File: src/hdl/mlsf_pkg.sv
package mlsf_pkg;

    // line size for cache-line zero, a power of two
    localparam int unsigned LINE_BYTES = 128;
    localparam int unsigned NB_W       = 9;

    localparam int unsigned IN_W   = 328;
    localparam int unsigned OUT_W  = 216;

    // decode flag positions
    localparam int unsigned K_LOAD  = 0;
    localparam int unsigned K_STORE = 1;
    localparam int unsigned K_SEXT  = 2;
    localparam int unsigned K_FLT   = 3;
    localparam int unsigned K_UPD   = 4;
    localparam int unsigned K_MULTI = 5;
    localparam int unsigned K_BSWAP = 6;

    localparam logic [6:0] IDX_LINE_ZERO = 7'h5f;
    localparam logic [5:0] OP_EXT        = 6'd31;
    localparam logic [5:0] OP_DS_FIRST   = 6'd56;

    // configuration register indexes
    localparam logic [7:0] CFG_REBUILD = 8'd0;
    localparam logic [7:0] CFG_ROUND   = 8'd1;

    typedef enum logic [1:0] {
        ST_HANDLED     = 2'd0,
        ST_UNSUPPORTED = 2'd1,
        ST_BAD_ADDR    = 2'd2
    } t_status;

    typedef enum logic [1:0] {
        RND_NEAREST = 2'd0,
        RND_ZERO    = 2'd1,
        RND_UP      = 2'd2,
        RND_DOWN    = 2'd3
    } t_round;

    typedef struct packed {
        logic [NB_W-1:0] nbytes;
        logic [6:0]      kind;
    } t_desc;

    typedef struct packed {
        logic [31:0] syndrome;
        logic [31:0] instruction_word;
        logic [63:0] fault_address;
        logic [63:0] memory_bytes;
        logic [63:0] gpr_value;
        logic [63:0] fpr_value;
        logic        access_fault;
    } t_item;

    typedef struct packed {
        t_status     status;
        logic        gpr_write;
        logic        fpr_write;
        logic [4:0]  target_reg;
        logic [63:0] target_value;
        logic        update_base;
        logic [4:0]  base_reg;
        logic        store_enable;
        logic [63:0] store_address;
        logic [7:0]  store_length;
        logic [63:0] store_data;
    } t_result;

    localparam logic [6:0] L  = 7'h01;
    localparam logic [6:0] S  = 7'h02;
    localparam logic [6:0] X  = 7'h04;
    localparam logic [6:0] F  = 7'h08;
    localparam logic [6:0] U  = 7'h10;
    localparam logic [6:0] M  = 7'h20;
    localparam logic [6:0] B  = 7'h40;

    function automatic t_desc mk(input int unsigned n, input logic [6:0] k);
        t_desc d;
        d.nbytes = NB_W'(n);
        d.kind   = k;
        return d;
    endfunction

    // operation table; zero-length entries all read as unsupported
    function automatic t_desc op_decode(input logic [6:0] idx);
        t_desc d;
        d = mk(0, 7'h00);
        case (idx)
            7'd0:   d = mk(4, L);
            7'd2:   d = mk(4, S);
            7'd4:   d = mk(2, L);
            7'd5:   d = mk(2, L|X);
            7'd6:   d = mk(2, S);
            7'd7:   d = mk(4, L|M);
            7'd8:   d = mk(4, L|F);
            7'd9:   d = mk(8, L|F);
            7'd10:  d = mk(4, S|F);
            7'd11:  d = mk(8, S|F);
            7'd13:  d = mk(8, L);
            7'd15:  d = mk(8, S);
            7'd16:  d = mk(4, L|U);
            7'd18:  d = mk(4, S|U);
            7'd20:  d = mk(2, L|U);
            7'd21:  d = mk(2, L|X|U);
            7'd22:  d = mk(2, S|U);
            7'd23:  d = mk(4, S|M);
            7'd24:  d = mk(4, L|F|U);
            7'd25:  d = mk(8, L|F|U);
            7'd26:  d = mk(4, S|F|U);
            7'd27:  d = mk(8, S|F|U);
            7'd32:  d = mk(8, L);
            7'd34:  d = mk(8, S);
            7'd37:  d = mk(4, L|X);
            7'd45:  d = mk(8, L|U);
            7'd47:  d = mk(8, S|U);
            7'd48:  d = mk(8, L|U);
            7'd50:  d = mk(8, S|U);
            7'd53:  d = mk(4, L|X|U);
            7'd72:  d = mk(4, L|B);
            7'd74:  d = mk(4, S|B);
            7'd76:  d = mk(2, L|B);
            7'd77:  d = mk(4, L|X);
            7'd78:  d = mk(2, S|B);
            7'd95:  d = mk(LINE_BYTES, S);
            7'd96:  d = mk(4, L);
            7'd98:  d = mk(4, S);
            7'd100: d = mk(2, L);
            7'd101: d = mk(2, L|X);
            7'd102: d = mk(2, S);
            7'd104: d = mk(4, L|F);
            7'd105: d = mk(8, L|F);
            7'd106: d = mk(4, S|F);
            7'd107: d = mk(8, S|F);
            7'd109: d = mk(8, L|M);
            7'd111: d = mk(8, S|M);
            7'd112: d = mk(4, L|U);
            7'd114: d = mk(4, S|U);
            7'd116: d = mk(2, L|U);
            7'd117: d = mk(2, L|X|U);
            7'd118: d = mk(2, S|U);
            7'd120: d = mk(4, L|F|U);
            7'd121: d = mk(8, L|F|U);
            7'd122: d = mk(4, S|F|U);
            7'd123: d = mk(8, S|F|U);
            default: d = mk(0, 7'h00);
        endcase
        return d;
    endfunction

    // syndrome from the instruction word
    function automatic logic [21:0] synd_rebuild(input logic [31:0] w);
        logic [21:0] d;
        d = {12'd0, w[25:16]};
        if (w[31:26] == OP_EXT) begin
            d[16:15] = w[2:1];
            d[14]    = w[6];
            d[13:10] = w[10:7];
        end else begin
            d[14]    = w[26];
            d[13:10] = w[30:27];
            if (w[31:26] >= OP_DS_FIRST) begin
                d[19:18] = w[1:0];
            end
        end
        return d;
    endfunction

    // exact single to double widening
    function automatic logic [63:0] widen_single(input logic [31:0] s);
        logic [7:0]  e8;
        logic [22:0] f;
        logic [4:0]  p;
        logic [4:0]  sh;
        logic [10:0] e;
        logic [45:0] fs;
        e8 = s[30:23];
        f  = s[22:0];
        p  = 5'd0;
        sh = 5'd0;
        e  = 11'd0;
        fs = 46'd0;
        if (e8 == 8'hff) begin
            return {s[31], 11'h7ff, f, 29'd0};
        end
        if (e8 == 8'h00) begin
            if (f == 23'd0) begin
                return {s[31], 63'd0};
            end
            // highest set fraction bit
            for (int i = 0; i < 23; i++) begin
                if (f[i]) begin
                    p = 5'(i);
                end
            end
            sh = 5'd23 - p;
            e  = 11'd897 - 11'(sh);
            fs = {23'd0, f} << sh;
            return {s[31], e, fs[22:0], 29'd0};
        end
        e = 11'(e8) + 11'd896;
        return {s[31], e, f, 29'd0};
    endfunction

    // double to single narrowing with rounding
    function automatic logic [31:0] narrow_double(input logic [63:0] d, input t_round mode);
        logic               neg;
        logic [10:0]        e;
        logic [51:0]        f;
        logic [63:0]        m;
        logic signed [12:0] es;
        logic signed [12:0] s2;
        logic [5:0]         sh;
        logic [63:0]        q;
        logic [63:0]        rem;
        logic [63:0]        half;
        logic               inc;
        logic               to_inf;
        logic [35:0]        bits;
        logic [35:0]        ebase;
        neg = d[63];
        e   = d[62:52];
        f   = d[51:0];
        if (e == 11'h7ff) begin
            if (f == 52'd0) begin
                return {neg, 8'hff, 23'd0};
            end
            return {neg, 8'hff, 1'b1, f[50:29]};
        end
        if (e == 11'd0) begin
            if (f == 52'd0) begin
                return {neg, 31'd0};
            end
            m = {12'd0, f};
            e = 11'd1;
        end else begin
            m = {11'd0, 1'b1, f};
        end
        es = $signed({2'b00, e}) - 13'sd896;
        s2 = 13'sd30 - es;
        sh = 6'd29;
        if (es < 13'sd1) begin
            sh = (s2 > 13'sd63) ? 6'd63 : s2[5:0];
        end
        q    = m >> sh;
        rem  = m & ((64'd1 << sh) - 64'd1);
        half = 64'd1 << (sh - 6'd1);
        case (mode)
            RND_NEAREST: inc = (rem > half) || ((rem == half) && q[0]);
            RND_ZERO:    inc = 1'b0;
            RND_UP:      inc = !neg && (rem != 64'd0);
            RND_DOWN:    inc = neg && (rem != 64'd0);
            default:     inc = 1'b0;
        endcase
        ebase = (es >= 13'sd1) ? (36'(es - 13'sd1) << 23) : 36'd0;
        bits  = ebase + q[35:0] + 36'(inc);
        if (bits >= 36'h07f800000) begin
            case (mode)
                RND_NEAREST: to_inf = 1'b1;
                RND_ZERO:    to_inf = 1'b0;
                RND_UP:      to_inf = !neg;
                RND_DOWN:    to_inf = neg;
                default:     to_inf = 1'b1;
            endcase
            return {neg, to_inf ? 31'h7f800000 : 31'h7f7fffff};
        end
        return {neg, bits[30:0]};
    endfunction

endpackage

File: src/hdl/mlsf_core.sv
module mlsf_core (
    input  mlsf_pkg::t_item   i_item,
    input  logic              i_rebuild,
    input  mlsf_pkg::t_round  i_round,
    output mlsf_pkg::t_result o_result
);
    import mlsf_pkg::*;

    logic [21:0]     synd;
    logic [6:0]      idx;
    t_desc           desc;
    logic [63:0]     addr;
    logic [63:0]     data;
    logic [63:0]     sdata;
    logic            is_line;

    // syndrome and table decode
    always_comb begin
        synd = i_rebuild ? synd_rebuild(i_item.instruction_word) : i_item.syndrome[21:0];
        idx  = {synd[16:15] | synd[19:18], synd[14:10]};
        desc = op_decode(idx);
        is_line = (idx == IDX_LINE_ZERO);
        addr = is_line ? (i_item.fault_address - (i_item.fault_address % LINE_BYTES))
                       : i_item.fault_address;
    end

    // data select, float narrowing, swap, sign extension and store data sizing
    always_comb begin
        data = 64'd0;
        if (desc.kind[K_LOAD]) begin
            case (desc.nbytes)
                NB_W'(2): data = {48'd0, i_item.memory_bytes[63:48]};
                NB_W'(4): data = {32'd0, i_item.memory_bytes[63:32]};
                NB_W'(8): data = i_item.memory_bytes;
                default:  data = 64'd0;
            endcase
        end
        if (desc.kind[K_STORE]) begin
            if (desc.kind[K_FLT]) begin
                data = (desc.nbytes == NB_W'(4))
                     ? {32'd0, narrow_double(i_item.fpr_value, i_round)}
                     : i_item.fpr_value;
            end else begin
                data = i_item.gpr_value;
            end
        end
        if (desc.kind[K_BSWAP]) begin
            if (desc.nbytes == NB_W'(2)) begin
                data = {data[63:16], data[7:0], data[15:8]};
            end else begin
                data = {data[63:32], data[7:0], data[15:8], data[23:16], data[31:24]};
            end
        end
        if (desc.kind[K_SEXT]) begin
            if (desc.nbytes == NB_W'(2)) begin
                data = {{48{data[15]}}, data[15:0]};
            end else begin
                data = {{32{data[31]}}, data[31:0]};
            end
        end
        case (desc.nbytes)
            NB_W'(2): sdata = {48'd0, data[15:0]};
            NB_W'(4): sdata = {32'd0, data[31:0]};
            NB_W'(8): sdata = data;
            default:  sdata = 64'd0;
        endcase
        if (is_line) begin
            sdata = 64'd0;
        end
    end

    // result assembly
    always_comb begin
        o_result = '0;
        o_result.status = ST_HANDLED;
        if (desc.nbytes == '0 || desc.kind[K_MULTI]) begin
            o_result.status = ST_UNSUPPORTED;
        end else if (i_item.access_fault) begin
            o_result.status = ST_BAD_ADDR;
        end else begin
            if (desc.kind[K_LOAD]) begin
                o_result.target_reg = synd[9:5];
                if (desc.kind[K_FLT]) begin
                    o_result.fpr_write    = 1'b1;
                    o_result.target_value = (desc.nbytes == NB_W'(4))
                                          ? widen_single(data[31:0]) : data;
                end else begin
                    o_result.gpr_write    = 1'b1;
                    o_result.target_value = data;
                end
            end
            if (desc.kind[K_STORE]) begin
                o_result.store_enable  = 1'b1;
                o_result.store_address = addr;
                o_result.store_length  = desc.nbytes[7:0];
                o_result.store_data    = sdata;
            end
            if (desc.kind[K_UPD]) begin
                o_result.update_base = 1'b1;
                o_result.base_reg    = synd[4:0];
            end
        end
    end

endmodule

File: src/hdl/misaligned_load_store_fixup.sv
// Misaligned load/store fixup.
// Input stream (i_s_axis_*): one misaligned access per item. Output stream
// (o_m_axis_*): one result item per input item, in order. A separate config
// write channel (i_cfg_*) sets syndrome rebuild (index 0) and the
// double-to-single rounding mode (index 1); it is always ready and should
// only be written while no item is in flight.
// The block is a two-register pipeline: an input register feeds the decode,
// swap, sign-extend and float conversion logic, whose answer is caught in
// the output register. An accepted item passes the input register and then
// the output register before o_m_axis_tvalid rises and the result handshake
// can come; one item is accepted every cycle while the output is drained.
// When the receiver stalls, the result holds in the output register and the
// input register still takes one more item; after that tready falls until
// the output moves again. Nothing is lost or repeated.
// Reset (synchronous, active low) empties both registers and sets both
// config registers to 0; there is no other state.
module misaligned_load_store_fixup (
    input  logic                          i_clk,
    input  logic                          i_rst_n,
    input  logic                          i_s_axis_tvalid,
    output logic                          o_s_axis_tready,
    // syndrome, instruction_word, fault_address, memory_bytes, gpr_value,
    // fpr_value, access_fault, zero pad
    input  logic [mlsf_pkg::IN_W-1:0]     i_s_axis_tdata,
    output logic                          o_m_axis_tvalid,
    input  logic                          i_m_axis_tready,
    // status, gpr_write, fpr_write, target_reg, target_value, update_base,
    // base_reg, store_enable, store_address, store_length, store_data
    output logic [mlsf_pkg::OUT_W-1:0]    o_m_axis_tdata,
    input  logic                          i_cfg_valid,
    output logic                          o_cfg_ready,
    input  logic [7:0]                    i_cfg_index,
    input  logic [7:0]                    i_cfg_data
);
    import mlsf_pkg::*;

    logic    r_rebuild;
    t_round  r_round;
    logic    r_s1_valid;
    t_item   r_s1_item;
    logic    r_out_valid;
    t_result r_out;
    t_result core_res;
    t_item   in_item;
    logic    out_ready;
    logic    s1_ready;

    // config registers
    assign o_cfg_ready = 1'b1;
    always_ff @(posedge i_clk) begin
        if (!i_rst_n) begin
            r_rebuild <= 1'b0;
            r_round   <= RND_NEAREST;
        end else if (i_cfg_valid) begin
            if (i_cfg_index == CFG_REBUILD) begin
                r_rebuild <= i_cfg_data[0];
            end else if (i_cfg_index == CFG_ROUND) begin
                r_round <= t_round'(i_cfg_data[1:0]);
            end
        end
    end

    // unpack input item
    always_comb begin
        in_item.syndrome         = i_s_axis_tdata[31:0];
        in_item.instruction_word = i_s_axis_tdata[63:32];
        in_item.fault_address    = i_s_axis_tdata[127:64];
        in_item.memory_bytes     = i_s_axis_tdata[191:128];
        in_item.gpr_value        = i_s_axis_tdata[255:192];
        in_item.fpr_value        = i_s_axis_tdata[319:256];
        in_item.access_fault     = i_s_axis_tdata[320];
    end

    // pipeline flow control
    assign out_ready       = !r_out_valid || i_m_axis_tready;
    assign s1_ready        = !r_s1_valid || out_ready;
    assign o_s_axis_tready = s1_ready;

    // input register
    always_ff @(posedge i_clk) begin
        if (!i_rst_n) begin
            r_s1_valid <= 1'b0;
        end else if (s1_ready) begin
            r_s1_valid <= i_s_axis_tvalid;
        end
    end
    always_ff @(posedge i_clk) begin
        if (s1_ready && i_s_axis_tvalid) begin
            r_s1_item <= in_item;
        end
    end

    mlsf_core u_core (
        .i_item   (r_s1_item),
        .i_rebuild(r_rebuild),
        .i_round  (r_round),
        .o_result (core_res)
    );

    // result register
    always_ff @(posedge i_clk) begin
        if (!i_rst_n) begin
            r_out_valid <= 1'b0;
        end else if (out_ready) begin
            r_out_valid <= r_s1_valid;
        end
    end
    always_ff @(posedge i_clk) begin
        if (out_ready && r_s1_valid) begin
            r_out <= core_res;
        end
    end

    // pack result item
    assign o_m_axis_tvalid = r_out_valid;
    assign o_m_axis_tdata  = {r_out.store_data, r_out.store_length, r_out.store_address,
                              r_out.store_enable, r_out.base_reg, r_out.update_base,
                              r_out.target_value, r_out.target_reg, r_out.fpr_write,
                              r_out.gpr_write, r_out.status};

`ifndef SYNTHESIS
    a_not_handled_quiet: assert property (@(posedge i_clk) disable iff (!i_rst_n)
        r_out_valid && r_out.status != ST_HANDLED |->
            !r_out.store_enable && !r_out.gpr_write && !r_out.fpr_write
            && !r_out.update_base)
        else $error("failed access carries side effects");
    a_one_write_file: assert property (@(posedge i_clk) disable iff (!i_rst_n)
        r_out_valid |-> !(r_out.gpr_write && r_out.fpr_write))
        else $error("load writes both register files");
    a_s1_held: assert property (@(posedge i_clk) disable iff (!i_rst_n)
        r_s1_valid && !out_ready |=> r_s1_valid)
        else $error("stalled item dropped from input register");
    a_out_held: assert property (@(posedge i_clk) disable iff (!i_rst_n)
        r_out_valid && !i_m_axis_tready |=> r_out_valid && $stable(r_out))
        else $error("stalled result changed");
`endif

endmodule

File: config.mk
export PLATFORM = sky130hd
export DESIGN_NAME = misaligned_load_store_fixup
export DESIGN_NICKNAME = d
export VERILOG_FILES = /design/src/hdl/mlsf_pkg.sv /design/src/hdl/mlsf_core.sv /design/src/hdl/misaligned_load_store_fixup.sv
export SDC_FILE = /design/constraint.sdc
export NUM_CORES = 1
export LEC_CHECK = 0
export BUFFER_PORTS_ARGS = -buffer_cell sky130_fd_sc_hd__buf_4
export CORE_MARGIN = 2
export CORE_UTILIZATION = 35
export CTS_CLUSTER_SIZE = 20
export DETAILED_ROUTE_END_ITERATION = 12
export PLACE_DENSITY = 0.55
export SETUP_SLACK_MARGIN = 0.1
export SYNTH_ARGS = -nofsm -noshare
export SYNTH_HDL_FRONTEND = slang
export SYNTH_SLANG_ARGS = --single-unit
File: constraint.sdc
create_clock -name i_clk -period 22.9 [get_ports i_clk]
set_input_delay 1.145 -clock i_clk [delete_from_list [all_inputs] [get_ports i_clk]]
set_output_delay 1.145 -clock i_clk [all_outputs]
set_load 0.01 [all_outputs]
Yosys cells after proc, flatten, opt, wreduce, memory -nomap -nowiden
Memories as Yosys holds them, arrays and structs flattened.
Index checks and enable logic that the tools add are counted.
{ "word_totals": {"reg_bits": 530, "romBits": 1408, "input_bits": 349, "output_inout_bits": 219, "wordCells": 227, "n_memories": 1} }
{ "classes": {"add_sub_neg": 11, "n_lt_le_gt_ge": 6, "n_eq_ne": 12, "shift": 4, "muxes": 138, "bitwise": 6, "n_reduce_logical": 27} }
{ "memory_table": {"columns": ["memory", "words", "word_bits", "rd", "rd_clocked_by_memory_dff", "write_ports", "line_no", "rtl"], "rows": [
  ["(no name shown)", 128, 11, 1, 0, 0, "mlsf_pkg.sv:88", "case (idx)"]
]} }
{ "op_table": {"columns": ["operator", "count"], "rows": [
  ["2-to-1 mux 64 bit", 21],
  ["2-to-1 mux 32 bit", 13],
  ["one-hot mux 64 bit (3 select lines)", 2],
  ["2-to-1 mux 137 bit", 1],
  ["<< shifter 1 x 6 -> 64 bit (first input constant)", 2],
  ["2-to-1 mux 5 bit", 15],
  ["bitwise AND 64 bit", 1],
  ["== test 64 bit", 1],
  ["> comparator 64 bit", 1],
  ["nonzero test 64 bit", 1],
  [">> shifter 64 x 6 -> 36 bit", 1],
  ["subtractor 64 x 1 -> 64 bit (second input constant)", 1],
  ["subtractor 64 x 7 -> 64 bit", 1],
  ["2-to-1 mux 11 bit", 5],
  ["logical NOT 52 bit", 1],
  ["2-to-1 mux 1 bit", 51],
  ["2-to-1 mux 6 bit", 7],
  ["adder 36 x 1 -> 36 bit", 1],
  ["adder 36 bit", 1],
  [">= comparator 36 x 31 -> 1 bit (second input constant)", 1],
  ["2-to-1 mux 36 bit", 1],
  ["2-to-1 mux 4 bit", 8],
  ["2-to-1 mux 24 bit", 1],
  ["logical NOT 23 bit", 1],
  ["40 further kinds", 65]
]} }

Longest topological paths before layout
An unclocked memory read counts as a cell.
{ "depth": {"word_depth": 92, "mapped_depth": 75, "depth_no_buf": 62} }

Hierarchy
Synthesis repeated with hierarchy kept, for this count alone.
{ "unflattened": {"cells_unflattened": 3395, "hier_area_um2": 33789.9} }
{ "modules_own_cells": {"columns": ["mod", "n_inst", "cells_per_inst", "area_per_inst_um2", "seq_area_each_um2"], "rows": [
  ["mlsf_core", 1, 2832, 17400.4, 0.0],
  ["misaligned_load_store_fixup", 1, 563, 16389.5, 16225.6]
]} }

Worst setup path before layout
Ideal clock, no wire load.
{ "synth_timing": {"path_kind": "reg-to-reg", "from": "register r_s1_item[55] (netlist name)", "to": "register r_out (netlist bit o_m_axis_tdata[42]) (data pin)", "setup_ns": 0.180, "arrival_ns": 13.535, "required_time_ns": 22.720, "slack_ns": 9.185, "stages_incl_launch_ff": 69, "period_less_slack_ns": 13.715, "cell_sequence": "edfxtp_1 -> buf_2 -> nor3_2 -> a31oi_1 -> clkbuf_1 -> nor2_1 -> clkbuf_1 -> buf_2 -> ha_1 -> nand4_1 -> and2_1 -> a211oi_1 -> a21oi_2 -> a21oi_1 -> buf_2 -> nor2_1 -> buf_2 -> buf_1 -> [... 33 more ...] -> or4b_1 -> a21o_1 -> buf_4 -> a21oi_2 -> a31oi_2 -> a21oi_1 -> o21ai_1 -> or4_1 -> nor2_1 -> inv_2 -> nor2_4 -> inv_2 -> clkbuf_1 -> ha_1 -> nor3_2 -> clkbuf_1 -> o211ai_1 -> a221oi_1"} }
{ "synth_via": {"elab_chain_len": 79, "word_cells_on_any_way": 129, "cone_classes": "add/sub: 8; order compare: 5; eq/ne: 3; shift: 4; mux: 100; bitwise: 1; reduce/logical: 8"} }
{ "synth_rtl": {"columns": ["item", "line_no", "rtl"], "rows": [
  ["start, declared", "misaligned_load_store_fixup.sv:40", "t_item r_s1_item;"],
  ["start signal, assigned", "misaligned_load_store_fixup.sv:89", "r_s1_item <= in_item;"],
  ["parallel branches: the longest is 34 deep, another holds subtractor 6 x 12 -> 13 bit", null, null],
  ["2-to-1 mux 32 bit (*)", "mlsf_pkg.sv:229", "if (e == 11'd0) begin"],
  ["2-to-1 mux 64 bit (*)", "mlsf_core.sv:41", "? {32'd0, narrow_double(i_item.fpr_value, i_round)}"],
  ["2-to-1 mux 64 bit (*)", "mlsf_core.sv:39", "if (desc.kind[K_FLT]) begin"],
  ["2-to-1 mux 64 bit (*)", "mlsf_core.sv:38", "if (desc.kind[K_STORE]) begin"],
  ["2-to-1 mux 32 bit", "mlsf_core.sv:48", "if (desc.nbytes == NB_W'(2)) begin"],
  ["2-to-1 mux 32 bit (*)", "mlsf_core.sv:47", "if (desc.kind[K_BSWAP]) begin"],
  ["2-to-1 mux 64 bit", "mlsf_core.sv:55", "if (desc.nbytes == NB_W'(2)) begin"],
  ["[... 30 more ...]", null, null],
  ["subtractor 5 bit", "mlsf_pkg.sv:195", "sh = 5'd23 - p;"],
  ["<< shifter 23 x 5 -> 23 bit", "mlsf_pkg.sv:197", "fs = {23'd0, f} << sh;"],
  ["2-to-1 mux 64 bit", "mlsf_pkg.sv:190", "for (int i = 0; i < 23; i++) begin"],
  ["2-to-1 mux 64 bit", "mlsf_pkg.sv:185", "if (e8 == 8'h00) begin"],
  ["2-to-1 mux 64 bit", "mlsf_pkg.sv:200", "e = 11'(e8) + 11'd896;"],
  ["2-to-1 mux 64 bit", "mlsf_pkg.sv:185", null],
  ["2-to-1 mux 64 bit", "mlsf_core.sv:86", "? widen_single(data[31:0]) : data;"],
  ["2-to-1 mux 64 bit (*)", "mlsf_core.sv:83", "if (desc.kind[K_FLT]) begin"],
  ["end signal, assigned", "misaligned_load_store_fixup.sv:110", "r_out <= core_res;"],
  ["end, declared", "misaligned_load_store_fixup.sv:42", "t_result r_out;"]
]} }
Mark *: on every way between the ends. The select of a mux whose other input is x is not followed.
A chain may end at the register's enable or synchronous reset.

Worst setup path after layout
{ "layout_timing": {"from": "register r_s1_item[9] (netlist name)", "to": "register r_out (netlist bit o_m_axis_tdata[49]) (data pin)"} }
{ "layout_via": {"elab_chain_len": 85, "word_cells_on_any_way": 140, "cone_classes": "add/sub: 8; order compare: 5; eq/ne: 2; shift: 4; mux: 112; bitwise: 1; reduce/logical: 8"} }
{ "layout_rtl": {"columns": ["item", "line_no", "rtl"], "rows": [
  ["parallel branches: the longest is 41 deep, another holds subtractor 11 x 10 -> 12 bit", null, null],
  ["2-to-1 mux 64 bit (*)", "mlsf_core.sv:41", null],
  ["2-to-1 mux 64 bit (*)", "mlsf_core.sv:39", null],
  ["2-to-1 mux 64 bit (*)", "mlsf_core.sv:38", null],
  ["2-to-1 mux 32 bit", "mlsf_core.sv:48", null],
  ["2-to-1 mux 32 bit (*)", "mlsf_core.sv:47", null],
  ["2-to-1 mux 64 bit", "mlsf_core.sv:55", null],
  ["2-to-1 mux 64 bit (*)", "mlsf_core.sv:54", "if (desc.kind[K_SEXT]) begin"],
  ["[... 29 more ...]", null, null],
  ["subtractor 5 bit", "mlsf_pkg.sv:195", null],
  ["<< shifter 23 x 5 -> 23 bit", "mlsf_pkg.sv:197", null],
  ["2-to-1 mux 64 bit", "mlsf_pkg.sv:190", null],
  ["2-to-1 mux 64 bit", "mlsf_pkg.sv:185", null],
  ["2-to-1 mux 64 bit", "mlsf_pkg.sv:200", null],
  ["2-to-1 mux 64 bit", "mlsf_pkg.sv:185", null],
  ["2-to-1 mux 64 bit", "mlsf_core.sv:86", null],
  ["2-to-1 mux 64 bit (*)", "mlsf_core.sv:83", null]
]} }
Marked as above.

==> flow_summary.toml <==
[yosys]
syn_inst = 3360
yosys.area_share.simple = 0.198
synth.area.mux_share = 0.0341
synth_most_common_cell = "edfxtp_1"
yosys-top-cells-area = "edfxtp_1, nand2_1, nor2_1, a21oi_1, ha_1"
synth-compound-area-share = 0.214
synth.distinct_cells = 120
synth_area_um2 = 32900
yosysTopAreaCell = "edfxtp_1"
ys_ff_latch = 517
yosysWarnings = 0
synth-xor-area-share = 0.0168
yosys.area_share.adder = 0.0299
synth_edf_count = 512
syn_area_per_cell_um2 = 9.80
async_reset_ff_frac = 0
synth_ff_type = "edfxtp_1"
synth_top_area_share = 0.467
synth_top_family_by_area = "compound AO/OA/AOI/OAI gates"
ys_seq_area_frac = 0.470
synth_common_cells = "edfxtp_1, nand2_1, nor2_1, a21oi_1, clkbuf_1"

[min_path]
holdPathEnd = "o_m_axis_tdata[135]"
worstHoldStart = "r_s1_item[248]"
hp-class = "reg -> reg"
hold_depth = 1

[drt]
wl_per_cell_um = 34.3
wl_mm = 177
drc = 0
vias_per_cell = 6.26
drtPass1Iterations = 6
drt_iter0_markers = 5134
ant_nets = 0
vias = 32500

[sta]
worst_pin_slew_ps = 1440
setup_viol = 0
skew_ps = 53.2
slew_headroom = 0.0290
period_needed_ps = 18310
timing.final.hold_violations = 0
fmax_ghz = 0.0546
finalCritPeriodShare = 0.800
report.final.slew_viol_count = 0
fin_tns_setup_ps = 0
rsz0062_at_grt = "no"

[layout]
fin_util = 0.437
fin_cells = 5181
multiInputGateArea_um2 = 16400
final-seq-area_um2 = 15500
syn_to_final_growth_pct = 23.7
num-nets-final = 4289
nFillCells = 9213
drive_above_1_share = 0.234

[die]
rows = 112
fp.dieArea_um2 = 96600
fp.dieW_um = 311
die_y_um = 311
core_um2 = 93300
ioPinCount = 568
start_util = 0.353

[placement]
dp_cells = 5059
dp_hpwl_mm = 135
io_buffer_count = 528
place_congestion = 1.06

[clock_tree]
htreeDepth = 2
cts_setup_buffers = 0
cts_resized = 0
cts_buffer_depth = 3
clock_latency_ps = 690
numCtsBuffers = 55
clock-root-buffer = "clkbuf_16"
numClockSinks = 517
holdBufCountCts = 0
cts_tree = "done"
cts.clk_slew.worst_paths_ps = 70

[critical_path]
crit_fanout = 18
r2r-end = "o_m_axis_tdata[49]"
slowest_stage = "a211oi_2"
critical-path-max-stage-delay_ps = 930
endpoint_kind = "flop"
worst-setup-path-type = "reg -> reg"
reg2reg_slack_ps = 4590
cp.buffers_inverters = 4
arrival_ps = 18710
reg2reg_from = "r_s1_item[9]"
worstPathRequired_ps = 23300
r2r_cells = 61
critPathTopFamily = "compound AO/OA/AOI/OAI gates"
start_kind = "flop"

[status]
outcome = "complete, no violations"

[global_routing]
grt_pass1_wl_mm = 243
antenna_found_initial = 39
grt_usage = 0.354
grt_pass1_vias = 30800
grt_max_degree = 164
gr-total-overflow = 0

[pwr]
ir_drop_uv = 58.8
p_total_mw = 2.97
p_per_area_nw_per_um2 = 72.9
leakage_nw = 14.9

[run]
maxCapViolCount = 0
## state kept, by name, indices dropped and copies added, names as in the netlist
name / flops
r_s1_valid: 1
o_m_axis_tvalid: 1
r_rebuild: 1
o_m_axis_tdata: 212
r_round: 2
r_s1_item: 300
## power by group
part           internal (mW)  total [mW]  switching, mW
logic                  0.277       0.876          0.599
registers               1.10        1.13         0.0298
clock network          0.560       0.966          0.405
## stage by stage
step / setup slack (ps) / hold WS (ps) / instance area (um2)
finish: 4590 / 516 / 40700
global route: 3770 / 529 / 40700
CTS: 5280 / 517 / 40700
detailed placement: 5380 / 503 / 38700
global placement: 5430 / 498 / 38700
floorplan: 9190 / 477 / 32900
## layout by cell type (no fill, tap or decap), drive strengths merged, types with 28 or more instances in the layout
cell,count
ha,78
nand4,45
a21oi,244
xnor2,37
edfxtp,512
nor4,59
and2,97
a22oi,46
and3,31
nor2,328
nor3,131
o22ai,28
nand2,327
a31oi,35
a211oi,94
clkbuf,67
nor2b,34
or3,29
o211ai,39
buf,683
nand3,127
a21o,39
inv,46
o21ai,161
a221oi,28
mux2i,83
## how the worst max path moves through the flow
stage | from | to | cells after the start
6_report | r_s1_item[9] | o_m_axis_tdata[49] | 61
5_1_grt | r_s1_item[48] | o_m_axis_tdata[49] | 61
4_1_cts | r_s1_item[9] | o_m_axis_tdata[49] | 61
3_5_place_dp | r_s1_item[9] | o_m_axis_tdata[49] | 61
3_3_place_gp | r_s1_item[9] | o_m_axis_tdata[49] | 63
2_1_floorplan | r_s1_item[55] | o_m_axis_tdata[42] | 68
## final cells by class
type | instances | share of cell area
sequential | 517 | 0.380
timing repair buffer | 683 | 0.126
multi-input combinational | 2562 | 0.402
antenna | 18 | 0.00111
tap | 1254 | 0.0385
clock inverter | 37 | 0.0121
clock buffer | 67 | 0.0359
inverter | 43 | 0.00396
## logic make-up (layout without fill, tap and decap cells)
group                      after synthesis  after routing
AOI/OAI and AO/OA                      999            999
xor gates and xnor gates                63             63
adders and majority gates               79             79
buffers and inverters                  284            830
DFF                                    517            517
muxes                                  109            109
other                                    2             23
and+or+nand+nor                       1307           1307
## layer usage
metal,vias to the layer above,wire length [um],track usage
met3,413,22800,0.133
met1,15900,70800,0.465
li1,14000,-,-
met5,-,168,0
met2,2187,75900,0.523
met4,24,7740,0.143
(Power assumes the default switching activity.)
